`config.mk`:
```
export PLATFORM = sky130hd
export DESIGN_NAME = quicksort_sort_engine
export DESIGN_NICKNAME = d
export VERILOG_FILES = /design/src/sv/qss_pkg.sv /design/src/sv/qss_ctrl.sv /design/src/sv/qss_datapath.sv /design/src/sv/quicksort_sort_engine.sv
export SDC_FILE = /design/constraint.sdc
export NUM_CORES = 2
export LEC_CHECK = 0
export ABC_AREA = 0
export CORE_UTILIZATION = 40
export CTS_BUF_LIST = sky130_fd_sc_hd__clkbuf_16
export CTS_CLUSTER_SIZE = 14
export DETAILED_ROUTE_END_ITERATION = 10
export DONT_BUFFER_PORTS = 1
export PLACE_DENSITY = 0.65
export SYNTH_ARGS = -nofsm -noshare
export SYNTH_HDL_FRONTEND = slang
export SYNTH_SLANG_ARGS = --single-unit
```
`constraint.sdc`:
```
create_clock -name aclk -period 8.7 [get_ports aclk]
set_clock_uncertainty 0.2 [all_clocks]
set_input_delay 1.305 -clock aclk [delete_from_list [all_inputs] [get_ports aclk]]
set_output_delay 1.305 -clock aclk [all_outputs]
set_load 0.02 [all_outputs]
```
`src/sv/qss_pkg.sv`:
```
package qss_pkg;

    localparam int DATA_W = 32;

    // operations the controller asks of the datapath, one per cycle
    typedef enum logic [4:0] {
        CMD_NONE,
        CMD_LOAD,
        CMD_PUSH_INIT,
        CMD_POP,
        CMD_RANGE,
        CMD_PIVOT,
        CMD_R_READ,
        CMD_R_DEC,
        CMD_R_SWAP,
        CMD_L_READ,
        CMD_L_INC,
        CMD_L_SWAP,
        CMD_PLACE,
        CMD_PUSH_LO,
        CMD_PUSH_HI,
        CMD_OUT_READ,
        CMD_OUT_LOAD,
        CMD_CLEAR
    } qss_cmd_t;

    typedef struct packed {
        logic count_lt2;
        logic stack_empty;
        logic piv_eq_right;
        logic piv_eq_left;
        logic r_keep;       // pivot <= element read on the right side
        logic l_keep;       // element read on the left side <= pivot
        logic push_lo_ok;
        logic push_hi_ok;
        logic out_last;
    } qss_status_t;

endpackage

```
`src/sv/qss_ctrl.sv`:
```
module qss_ctrl
    import qss_pkg::*;
(
    input  logic        aclk,
    input  logic        aresetn,
    input  logic        s_tvalid,
    input  logic        s_tlast,
    output logic        s_tready,
    output logic        m_tvalid,
    input  logic        m_tready,
    input  qss_status_t status,
    output qss_cmd_t    cmd
);

    typedef enum logic [3:0] {
        S_LOAD,
        S_START,
        S_POP_RD,
        S_POP_DATA,
        S_PIV_DATA,
        S_R_CHECK,
        S_R_CMP,
        S_L_CHECK,
        S_L_CMP,
        S_FINISH,
        S_PUSH_LO,
        S_PUSH_HI,
        S_OUT_RD,
        S_OUT_SHOW,
        S_OUT_WAIT
    } state_t;

    state_t state_reg, state_next;
    logic   m_tvalid_reg, m_tvalid_next;

    assign s_tready = (state_reg == S_LOAD);
    assign m_tvalid = m_tvalid_reg;

    always_comb begin
        state_next    = state_reg;
        m_tvalid_next = m_tvalid_reg;
        cmd           = CMD_NONE;
        case (state_reg)
            S_LOAD: begin
                if (s_tvalid) begin
                    cmd = CMD_LOAD;
                    if (s_tlast) begin
                        state_next = S_START;
                    end
                end
            end
            S_START: begin
                if (status.count_lt2) begin
                    state_next = S_OUT_RD;
                end else begin
                    cmd        = CMD_PUSH_INIT;
                    state_next = S_POP_RD;
                end
            end
            S_POP_RD: begin
                if (status.stack_empty) begin
                    state_next = S_OUT_RD;
                end else begin
                    cmd        = CMD_POP;
                    state_next = S_POP_DATA;
                end
            end
            S_POP_DATA: begin
                cmd        = CMD_RANGE;
                state_next = S_PIV_DATA;
            end
            S_PIV_DATA: begin
                cmd        = CMD_PIVOT;
                state_next = S_R_CHECK;
            end
            S_R_CHECK: begin
                if (status.piv_eq_right) begin
                    state_next = S_FINISH;
                end else begin
                    cmd        = CMD_R_READ;
                    state_next = S_R_CMP;
                end
            end
            S_R_CMP: begin
                if (status.r_keep) begin
                    cmd        = CMD_R_DEC;
                    state_next = S_R_CHECK;
                end else begin
                    cmd        = CMD_R_SWAP;
                    state_next = S_L_CHECK;
                end
            end
            S_L_CHECK: begin
                if (status.piv_eq_left) begin
                    state_next = S_FINISH;
                end else begin
                    cmd        = CMD_L_READ;
                    state_next = S_L_CMP;
                end
            end
            S_L_CMP: begin
                if (status.l_keep) begin
                    cmd        = CMD_L_INC;
                    state_next = S_L_CHECK;
                end else begin
                    cmd        = CMD_L_SWAP;
                    state_next = S_R_CHECK;
                end
            end
            S_FINISH: begin
                cmd        = CMD_PLACE;
                state_next = S_PUSH_LO;
            end
            S_PUSH_LO: begin
                if (status.push_lo_ok) begin
                    cmd = CMD_PUSH_LO;
                end
                state_next = S_PUSH_HI;
            end
            S_PUSH_HI: begin
                if (status.push_hi_ok) begin
                    cmd = CMD_PUSH_HI;
                end
                state_next = S_POP_RD;
            end
            S_OUT_RD: begin
                cmd        = CMD_OUT_READ;
                state_next = S_OUT_SHOW;
            end
            S_OUT_SHOW: begin
                cmd           = CMD_OUT_LOAD;
                m_tvalid_next = 1'b1;
                state_next    = S_OUT_WAIT;
            end
            S_OUT_WAIT: begin
                if (m_tready) begin
                    m_tvalid_next = 1'b0;
                    if (status.out_last) begin
                        cmd        = CMD_CLEAR;
                        state_next = S_LOAD;
                    end else begin
                        state_next = S_OUT_RD;
                    end
                end
            end
            default: begin
                state_next    = S_LOAD;
                m_tvalid_next = 1'b0;
            end
        endcase
    end

    always_ff @(posedge aclk) begin
        if (!aresetn) begin
            state_reg    <= S_LOAD;
            m_tvalid_reg <= 1'b0;
        end else begin
            state_reg    <= state_next;
            m_tvalid_reg <= m_tvalid_next;
        end
    end

endmodule

```
`src/sv/qss_datapath.sv`:
```
module qss_datapath
    import qss_pkg::*;
#(
    parameter int MAX_ELEMENTS = 64
) (
    input  logic                     aclk,
    input  logic                     aresetn,
    input  qss_cmd_t                 cmd,
    input  logic signed [DATA_W-1:0] s_data,
    output qss_status_t              status,
    output logic signed [DATA_W-1:0] m_data,
    output logic                     m_last,
    output logic                     m_dropped
);

    localparam int IDX_W = (MAX_ELEMENTS > 1) ? $clog2(MAX_ELEMENTS) : 1;
    localparam int CNT_W = $clog2(MAX_ELEMENTS + 1);
    localparam logic [CNT_W-1:0] CNT_MAX = CNT_W'(MAX_ELEMENTS);

    logic signed [DATA_W-1:0] store_mem [MAX_ELEMENTS];
    logic [2*IDX_W-1:0]       stack_mem [MAX_ELEMENTS];

    logic signed [DATA_W-1:0] st_rdata_reg;
    logic [2*IDX_W-1:0]       stk_rdata_reg;

    logic [CNT_W-1:0]         count_reg;
    logic                     ovf_reg;
    logic [CNT_W-1:0]         top_reg;
    logic [IDX_W-1:0]         out_idx_reg;
    logic [IDX_W-1:0]         lo_reg, hi_reg, left_reg, right_reg, piv_reg;
    logic signed [DATA_W-1:0] pivot_reg;
    logic signed [DATA_W-1:0] m_data_reg;
    logic                     m_last_reg;

    logic                     st_we;
    logic [IDX_W-1:0]         st_waddr, st_raddr;
    logic signed [DATA_W-1:0] st_wdata;
    logic                     stk_we;
    logic [IDX_W-1:0]         stk_raddr;
    logic [2*IDX_W-1:0]       stk_wdata;

    logic [CNT_W-1:0]         count_m1;
    logic [CNT_W-1:0]         top_m1;
    logic                     stack_full;
    logic [IDX_W-1:0]         stk_lo, stk_hi;

    assign count_m1   = count_reg - CNT_W'(1);
    assign top_m1     = top_reg - CNT_W'(1);
    assign stack_full = (top_reg == CNT_MAX);
    assign stk_lo     = stk_rdata_reg[2*IDX_W-1:IDX_W];
    assign stk_hi     = stk_rdata_reg[IDX_W-1:0];

    always_comb begin
        st_we     = 1'b0;
        st_waddr  = piv_reg;
        st_wdata  = st_rdata_reg;
        st_raddr  = right_reg;
        stk_we    = 1'b0;
        stk_raddr = top_m1[IDX_W-1:0];
        stk_wdata = {lo_reg, piv_reg - IDX_W'(1)};
        case (cmd)
            CMD_LOAD: begin
                st_we    = (count_reg < CNT_MAX);
                st_waddr = count_reg[IDX_W-1:0];
                st_wdata = s_data;
            end
            CMD_PUSH_INIT: begin
                stk_we    = 1'b1;
                stk_wdata = {IDX_W'(0), count_m1[IDX_W-1:0]};
            end
            CMD_RANGE:    st_raddr = stk_lo;
            CMD_R_READ:   st_raddr = right_reg;
            CMD_L_READ:   st_raddr = left_reg;
            CMD_R_SWAP:   st_we = 1'b1;
            CMD_L_SWAP:   st_we = 1'b1;
            CMD_PLACE: begin
                st_we    = 1'b1;
                st_wdata = pivot_reg;
            end
            CMD_PUSH_LO: begin
                stk_we    = !stack_full;
                stk_wdata = {lo_reg, piv_reg - IDX_W'(1)};
            end
            CMD_PUSH_HI: begin
                stk_we    = !stack_full;
                stk_wdata = {piv_reg + IDX_W'(1), hi_reg};
            end
            CMD_OUT_READ: st_raddr = out_idx_reg;
            default: begin
            end
        endcase
    end

    always_ff @(posedge aclk) begin
        if (st_we) begin
            store_mem[st_waddr] <= st_wdata;
        end
        st_rdata_reg <= store_mem[st_raddr];
        if (stk_we) begin
            stack_mem[top_reg[IDX_W-1:0]] <= stk_wdata;
        end
        stk_rdata_reg <= stack_mem[stk_raddr];
    end

    always_ff @(posedge aclk) begin
        if (!aresetn) begin
            count_reg   <= '0;
            ovf_reg     <= 1'b0;
            top_reg     <= '0;
            out_idx_reg <= '0;
        end else begin
            case (cmd)
                CMD_LOAD: begin
                    if (count_reg < CNT_MAX) begin
                        count_reg <= count_reg + CNT_W'(1);
                    end else begin
                        ovf_reg <= 1'b1;
                    end
                end
                CMD_PUSH_INIT: top_reg <= CNT_W'(1);
                CMD_POP:       top_reg <= top_m1;
                CMD_RANGE: begin
                    lo_reg    <= stk_lo;
                    hi_reg    <= stk_hi;
                    left_reg  <= stk_lo;
                    right_reg <= stk_hi;
                    piv_reg   <= stk_lo;
                end
                CMD_PIVOT:  pivot_reg <= st_rdata_reg;
                CMD_R_DEC:  right_reg <= right_reg - IDX_W'(1);
                CMD_R_SWAP: piv_reg   <= right_reg;
                CMD_L_INC:  left_reg  <= left_reg + IDX_W'(1);
                CMD_L_SWAP: piv_reg   <= left_reg;
                CMD_PUSH_LO, CMD_PUSH_HI: begin
                    if (!stack_full) begin
                        top_reg <= top_reg + CNT_W'(1);
                    end
                end
                CMD_OUT_LOAD: begin
                    m_data_reg  <= st_rdata_reg;
                    m_last_reg  <= ({1'b0, out_idx_reg} + (IDX_W+1)'(1))
                                   == (IDX_W+1)'(count_reg);
                    out_idx_reg <= out_idx_reg + IDX_W'(1);
                end
                CMD_CLEAR: begin
                    count_reg   <= '0;
                    ovf_reg     <= 1'b0;
                    out_idx_reg <= '0;
                end
                default: begin
                end
            endcase
        end
    end

    assign status.count_lt2    = (count_reg < CNT_W'(2));
    assign status.stack_empty  = (top_reg == '0);
    assign status.piv_eq_right = (piv_reg == right_reg);
    assign status.piv_eq_left  = (piv_reg == left_reg);
    assign status.r_keep       = (pivot_reg <= st_rdata_reg);
    assign status.l_keep       = (st_rdata_reg <= pivot_reg);
    assign status.push_lo_ok   = ({1'b0, piv_reg} > ({1'b0, lo_reg} + (IDX_W+1)'(1)));
    assign status.push_hi_ok   = (({1'b0, piv_reg} + (IDX_W+1)'(1)) < {1'b0, hi_reg});
    assign status.out_last     = m_last_reg;

    assign m_data    = m_data_reg;
    assign m_last    = m_last_reg;
    assign m_dropped = ovf_reg;

endmodule

```
`src/sv/quicksort_sort_engine.sv`:
```
// Block sorter for signed 32-bit values.
// Input channel s_*: one element per transaction, s_tlast marks the final
// element of a block. Elements beyond MAX_ELEMENTS are discarded and the
// block's results then carry m_tuser = 1.
// Output channel m_*: the held elements in ascending order, duplicates kept,
// m_tlast on the final one.
// Loading accepts one element per cycle. After the last element the block is
// sorted in place by quicksort with a range stack: each pivot compare is one
// store read with registered data followed by the compare, and each range adds
// the steps of pop, pivot fetch, closing check, placement and pushes.
// Random input averages about 1.4*N*log2(N) compares; already ordered input
// is the worst case. Results then leave one at a time: each is read from the
// store, loaded into the output register and held there until taken; a
// stalled receiver simply holds the current result in the output register.
// s_tready is low from the last input element until the final result has
// been taken. Reset clears the element count, the drop flag and the stack;
// store contents are not cleared and need no clearing pass.
module quicksort_sort_engine
    import qss_pkg::*;
#(
    parameter int MAX_ELEMENTS = 64
) (
    input  logic        aclk,
    input  logic        aresetn,
    input  logic        s_tvalid,
    output logic        s_tready,
    input  logic [31:0] s_tdata,   // [31:0] data_value
    input  logic        s_tlast,
    output logic        m_tvalid,
    input  logic        m_tready,
    output logic [31:0] m_tdata,   // [31:0] sorted_value
    output logic        m_tlast,
    output logic        m_tuser    // [0] dropped_flag
);

    qss_cmd_t                 cmd;
    qss_status_t              status;
    logic signed [DATA_W-1:0] m_data;

    qss_ctrl u_ctrl (
        .aclk     (aclk),
        .aresetn  (aresetn),
        .s_tvalid (s_tvalid),
        .s_tlast  (s_tlast),
        .s_tready (s_tready),
        .m_tvalid (m_tvalid),
        .m_tready (m_tready),
        .status   (status),
        .cmd      (cmd)
    );

    qss_datapath #(
        .MAX_ELEMENTS (MAX_ELEMENTS)
    ) u_datapath (
        .aclk      (aclk),
        .aresetn   (aresetn),
        .cmd       (cmd),
        .s_data    ($signed(s_tdata)),
        .status    (status),
        .m_data    (m_data),
        .m_last    (m_tlast),
        .m_dropped (m_tuser)
    );

    assign m_tdata = $unsigned(m_data);

endmodule

```
== Yosys cells after proc, flatten, opt, wreduce, memory -nomap -nowiden ==
Memory sizes are Yosys's and may differ from the RTL's. A register that Yosys moved wholly into a read port is not among the register bits.
Index checks and enable logic that the tools add are counted.

* Reductions and logical operators: 23
* Equality and inequality tests: 40
* Bitwise operators: 1
* Mux-type cells: 45
* $add $sub $neg: 12
* Magnitude comparators: 6

{| class="wikitable"
|+ Operators by type and width
! operator !! number
|-
| $pmux 5 s15 || 1
|-
| $le 32x32->1 || 2
|-
| $pmux 32 s2 || 1
|-
| $pmux 4 s15 || 1
|-
| $mux 4 || 11
|-
| $eq 5x4->1 const B || 8
|-
| $pmux 6 s2 || 3
|-
| $pmux 6 s3 || 2
|-
| $eq 4x4->1 const B || 7
|-
| $pmux 12 s2 || 1
|-
| $add 6x1->7 const B || 3
|-
| $pmux 7 s3 || 1
|-
| $reduce_and 2->1 || 10
|-
| $add 6x1->6 const B || 3
|-
| $sub 6x1->6 const B || 3
|-
| $eq 4x3->1 const B || 4
|-
| $eq 5x3->1 const B || 3
|-
| $add 7x1->7 const B || 2
|-
| $mux 7 || 2
|-
| $pmux 7 s2 || 1
|-
| $reduce_or 13->1 || 1
|-
| $eq 6x6->1 || 2
|-
| $eq 5x2->1 const B || 2
|-
| $eq 5x5->1 const B || 2
|-
| other kinds (28) || 51
|}

* Memories: 2
* Flip-flop bits (word level): 121
* RAM bits: 2816

{| class="wikitable"
|+ Memories
! name !! words !! bits a word !! read ports !! clocked after memory_dff !! wr ports !! RTL line !! source
|-
| u_datapath.store_mem || 64 || 32 || 1 || 1 || 1 || qss_datapath.sv:20 || <nowiki>logic signed [DATA_W-1:0] store_mem [MAX_ELEMENTS];</nowiki>
|-
| u_datapath.stack_mem || 64 || 12 || 1 || 1 || 1 || qss_datapath.sv:21 || <nowiki>logic [2*IDX_W-1:0] stack_mem [MAX_ELEMENTS];</nowiki>
|}

== Depth between registers and ports, before layout ==
* Word-level depth: 9
* Depth in mapped cells: 15
* Mapped depth without buffers: 12

== Hierarchy ==
From an unflattened synthesis, not the netlist that was laid out.

* Cells, all modules: 7683
* Area, all modules: 117985.7 µm²

{| class="wikitable"
|+ Modules (own cells, without submodules)
! module !! area each (µm²) !! instances !! cells an instance
|-
| qss_datapath || 117312.5 || 1 || 7590
|-
| qss_ctrl || 673.1 || 1 || 93
|}

== Worst setup path after synthesis ==
OpenSTA, ideal clock, no wires.

* Path kind: flip-flop to flip-flop
* Start point: register u_datapath.top_reg[0]
* End point: memory u_datapath.store_mem[4][0], enable pin
* Slack: 1880 ps
* Clock period less this slack: 6820 ps
* Data arrival time: 6118 ps
* Cell stages (with the launch flop): 16
* Data required time: 7998 ps
* Path through: dfxtp_1 > clkbuf_1 > clkbuf_1 > buf_1 > inv_1 > ha_1 > nand2b_1 > nor3_2 > a2bb2oi_1 > nor3_1 > nor2_1 > o2111a_1 > o22ai_2 > a211oi_2 > buf_2 > nor4_1

* Longest elaborated chain between the ends: 8

{| class="wikitable"
|+ Ends and longest elaborated chain
! element !! RTL line !! source
|-
| start: declaration || qss_datapath.sv:28 || <nowiki>logic [CNT_W-1:0] top_reg;</nowiki>
|-
| start signal: assignment || qss_datapath.sv:121 || <nowiki>CMD_POP: top_reg <= top_m1;</nowiki>
|-
| start signal: assignment || qss_datapath.sv:136 || <nowiki>top_reg <= top_reg + CNT_W'(1);</nowiki>
|-
| $logic_not 7->1 * || qss_datapath.sv:157 || <nowiki>assign status.stack_empty = (top_reg == '0);</nowiki>
|-
| $mux 2 * || qss_ctrl.sv:61 || <nowiki>if (status.stack_empty) begin</nowiki>
|-
| $pmux 5 s15 * || qss_ctrl.sv:43 || <nowiki>case (state_reg)</nowiki>
|-
| $eq 5x4->1 || qss_datapath.sv:61 || <nowiki>case (cmd)</nowiki>
|-
| $reduce_or 3->1 (no line) || - ||
|-
| $pmux 1 s2 || qss_datapath.sv:61 ||
|-
| $mux 1 || qss_datapath.sv:95 || <nowiki>if (st_we) begin</nowiki>
|-
| $mux 1 (not written as such) || qss_datapath.sv:96 || <nowiki>store_mem[st_waddr] <= st_wdata;</nowiki>
|-
| end: declaration || qss_datapath.sv:20 ||
|}

Every way passes the cells marked *; elsewhere a longest branch is shown, timed or not.

== Final worst setup path ==
* Start point: register u_ctrl.state_reg[0]
* End point: register u_datapath.st_rdata_reg[13], read port of u_datapath.store_mem

* Longest elaborated chain between the ends: 4

{| class="wikitable"
|+ Ends and longest elaborated chain
! element !! RTL line !! source
|-
| start: declaration || qss_ctrl.sv:33 || <nowiki>state_t state_reg, state_next;</nowiki>
|-
| start signal: assignment || qss_ctrl.sv:158 || <nowiki>state_reg <= state_next;</nowiki>
|-
| $eq 4x4->1 (tied with other cells) || qss_ctrl.sv:43 ||
|-
| $pmux 5 s15 * || qss_ctrl.sv:43 ||
|-
| $eq 5x4->1 or $eq 5x3->1 (tied branches) || qss_datapath.sv:61 ||
|-
| $pmux 6 s3 * || qss_datapath.sv:61 ||
|-
| end: declaration || qss_datapath.sv:23 || <nowiki>logic signed [DATA_W-1:0] st_rdata_reg;</nowiki>
|}

Marks and branches as above.
A chain may end at the register's enable or synchronous reset.

==> flow_summary_export.csv <==
group,metric,value,unit
synth,syn_inst,7230,
routing,num_vias,67081,
timing,grt_setup_unrepaired,"false",
synth,postSynth.asyncResetShare,0,
pwr,p_leak,44.0,nW
timing,fin_crit_sh,0.668,
clocking,holdBufCountCts,0,
critical_path,cp_max_fo,82,
floorplanning,core,294000,µm²
critical_path,worst_setup_path_end_kind,"flop",
global_routing,grt_pass1_vias,64652,
synth,syn_area_per_cell,16.3,µm²
clocking,clockBufferDepth,4,
floorplanning,io_pins,73,
pwr,powerDensity,294,nW/µm²
timing,finalSetupViolations,0,
floorplanning,die_y,545,µm
synth,ys_seq_area_frac,0.752,
synth,netlist_area,118000,µm²
synth,syn-num-nets,7319,
cells_and_area,drive_gt1_frac,0.141,
pwr,p_comb_frac,0.198,
synth,ys.flop_type,"edfxtp_1",
synth,synth_compound_area_frac,0.0481,
critical_path,start_kind,"flop",
placement,gp_congestion,0.902,
synth,synth-xor-area-share,0.00384,
clocking,post_cts_buffers,0,
global_routing,antenna_found_initial,26,
timing,slew_viol_final,2,
clocking,cts_root_buf,"clkbuf_16",
clocking,path_clk_slew,0.06,ns
routing,postRouteWirelength,324,mm
clocking,cts_tree,"yes",
global_routing,grt_max_degree,170,
pwr,finalPower,0.0392,W
critical_path,crit_slowest_cell,"a32oi_1",
synth,muxShareOfSynthArea,0.100,
timing,timing.slew.headroom,-0.0224,
timing,hold_violations,0,
synth,synth_edf_count,2911,
timing,max_freq,0.172,GHz
cells_and_area,final_common_cell,"edfxtp_1",
pwr,p_clk_frac,0.323,
global_routing,grtUsageTotal,0.212,
critical_path,required,9.14,ns
synth,synth_top_family_by_area,"multiplexers",
clocking,cts_resized,0,
routing,drc,12,
synth,ys_ff_latch,2981,
cells_and_area,final_cell_mix,"edfxtp_1, nand2_1, mux2i_1",
timing,fin_setup_tns,0,ns
global_routing,grt_pass1_wl,461,mm
global_routing,grt-ovfl-total,0,
floorplanning,die-width,545,µm
job,drv_cap,1,
placement,io_buffer_count,0,
synth,synth_adder_area_share,0.00551,
clocking,cts_sinks,2981,
cells_and_area,area_growth,12.8,%
pwr,p_sw_frac,0.301,
critical_path,cp_common_cell,"buf_4",
floorplanning,die_area,297000,µm²
placement,hpwl,184,mm
floorplanning,start_util,0.402,
synth,yosysUniqueCellTypes,81,
critical_path,slowest_delay,1.05,ns
critical_path,cp.arrival,6.25,ns
cells_and_area,layout.nets,7404,
hold_path,hp-class,"reg -> reg",
routing,viasPerCell,5.85,
clocking,numCtsBuffers,302,
status,failed_checks,"DRC, capacitance limit, slew limit",
synth,synthSimpleGateAreaFrac,0.0717,
critical_path,crit_type,"reg -> reg",
cells_and_area,final_core_util,0.453,
routing,drt_iter0_drc,9039,
synth,yosysWarnings,0,
cells_and_area,regMostFlops,"u_datapath.store_mem",
routing,ant_nets,0,
pwr,seqPwrFrac,0.479,
clocking,worstSkewPairLatency,0.87,ns
floorplanning,fp-row-count,199,
pwr,internal_power,0.0274,W
clocking,htreeDepth,5,
routing,wl_per_cell,28.2,µm
critical_path,path_cells,"nor4bb_2, buf_4, a22oi_1, o31ai_1, o21ai_4, buf_12, buf_4, mux2i_1, o22ai_1, a32oi_1, a21oi_1, a221o_1",
timing,tightest_slew,1.52,ns
pwr,max-vdd-ir-drop,0.000276,V
routing,first_pass_iters,11,
timing,fin_crit,5.82,ns
pwr,switchingPower,0.0118,W
cells_and_area,largest_reg_flops,2048,
status,outcome,"finished with violations",
## final timing paths
kind / cells after the start / slack (ns) / end / start
setup / recovery: 12 / 2.88 / u_datapath.st_rdata_reg[13] / u_ctrl.state_reg[0]
setup reg to reg: 12 / 2.88 / u_datapath.st_rdata_reg[13] / u_ctrl.state_reg[0]
hold / removal: 0 / 0.24 / u_datapath.hi_reg[0] / u_datapath.stk_rdata_reg[0]
hold reg to reg: 0 / 0.24 / u_datapath.hi_reg[0] / u_datapath.stk_rdata_reg[0]
## kinds of logic after synthesis
kind of cell / Yosys count
and+or+nand+nor: 1975
buffers and inverters: 490
DFF: 2981
muxes: 866
adders and majority gates: 52
xor gates and xnor gates: 50
AOI/OAI and AO/OA: 816
## power by group through the flow
stage	logic [W]	clock network (W)	registers [W]
final	0.00774	0.0127	0.0188
after global routing	0.00800	0.0133	0.0188
after CTS	0.00762	0.0128	0.0188
after detailed placement	0.00760	0	0.0191
after global placement	0.00740	0	0.0190
after floorplan	0.00391	0	0.0190
## routing by layer
| layer | routed length [µm] | global-route usage | part of all wire |
|---|---|---|---|
| met4 | 17100 | 0.104 | 0.053 |
| met5 | 110 | 0 | 0.00034 |
| met1 | 126000 | 0.285 | 0.39 |
| met3 | 32700 | 0.0445 | 0.10 |
| met2 | 148000 | 0.327 | 0.46 |
## synthesized netlist by cell type (all sizes together) (70+ instances only)
master | instances | area share
dfxtp | 70 | 0.012
nand3 | 299 | 0.013
a32oi | 172 | 0.013
o22ai | 122 | 0.0065
a21oi | 243 | 0.010
mux2i | 611 | 0.052
mux4 | 252 | 0.048
nand2 | 1264 | 0.040
nor3 | 79 | 0.0034
nor2 | 136 | 0.0044
clkbuf | 199 | 0.0063
buf | 240 | 0.011
edfxtp | 2911 | 0.74
## area by class of cell
cell class / instances / area (µm²)
fill: 25001 / 161000
multi-input combinational: 3759 / 27800
inverter: 51 / 191
clock inverter: 225 / 1870
tap: 3919 / 4900
sequential: 2981 / 88800
timing repair buffer: 220 / 1850
antenna: 12 / 30.0
clock buffer: 308 / 7710
## critical path, delay by kind of cell, from the launching register on
kind | cells | cell delay [ns]
buffers and inverters | 3 | 1.26
muxes | 1 | 0.26
DFF | 1 | 0.81
and+or+nand+nor | 1 | 0.13
AOI/OAI and AO/OA | 7 | 2.81
## metrics by stage
stage               area, µm²  setup slack, ns  instances  hold WS, ns
finish                 133000             2.88      11475        0.237
global route           133000             2.72      11467        0.253
CTS                    133000             3.08      11463        0.240
detailed placement     124000             3.09      10930        0.225
global placement       124000             3.14      10930        0.223
floorplan              118000             1.88       7230        0.204
No activity file was read; power rests on OpenSTA's default activity.
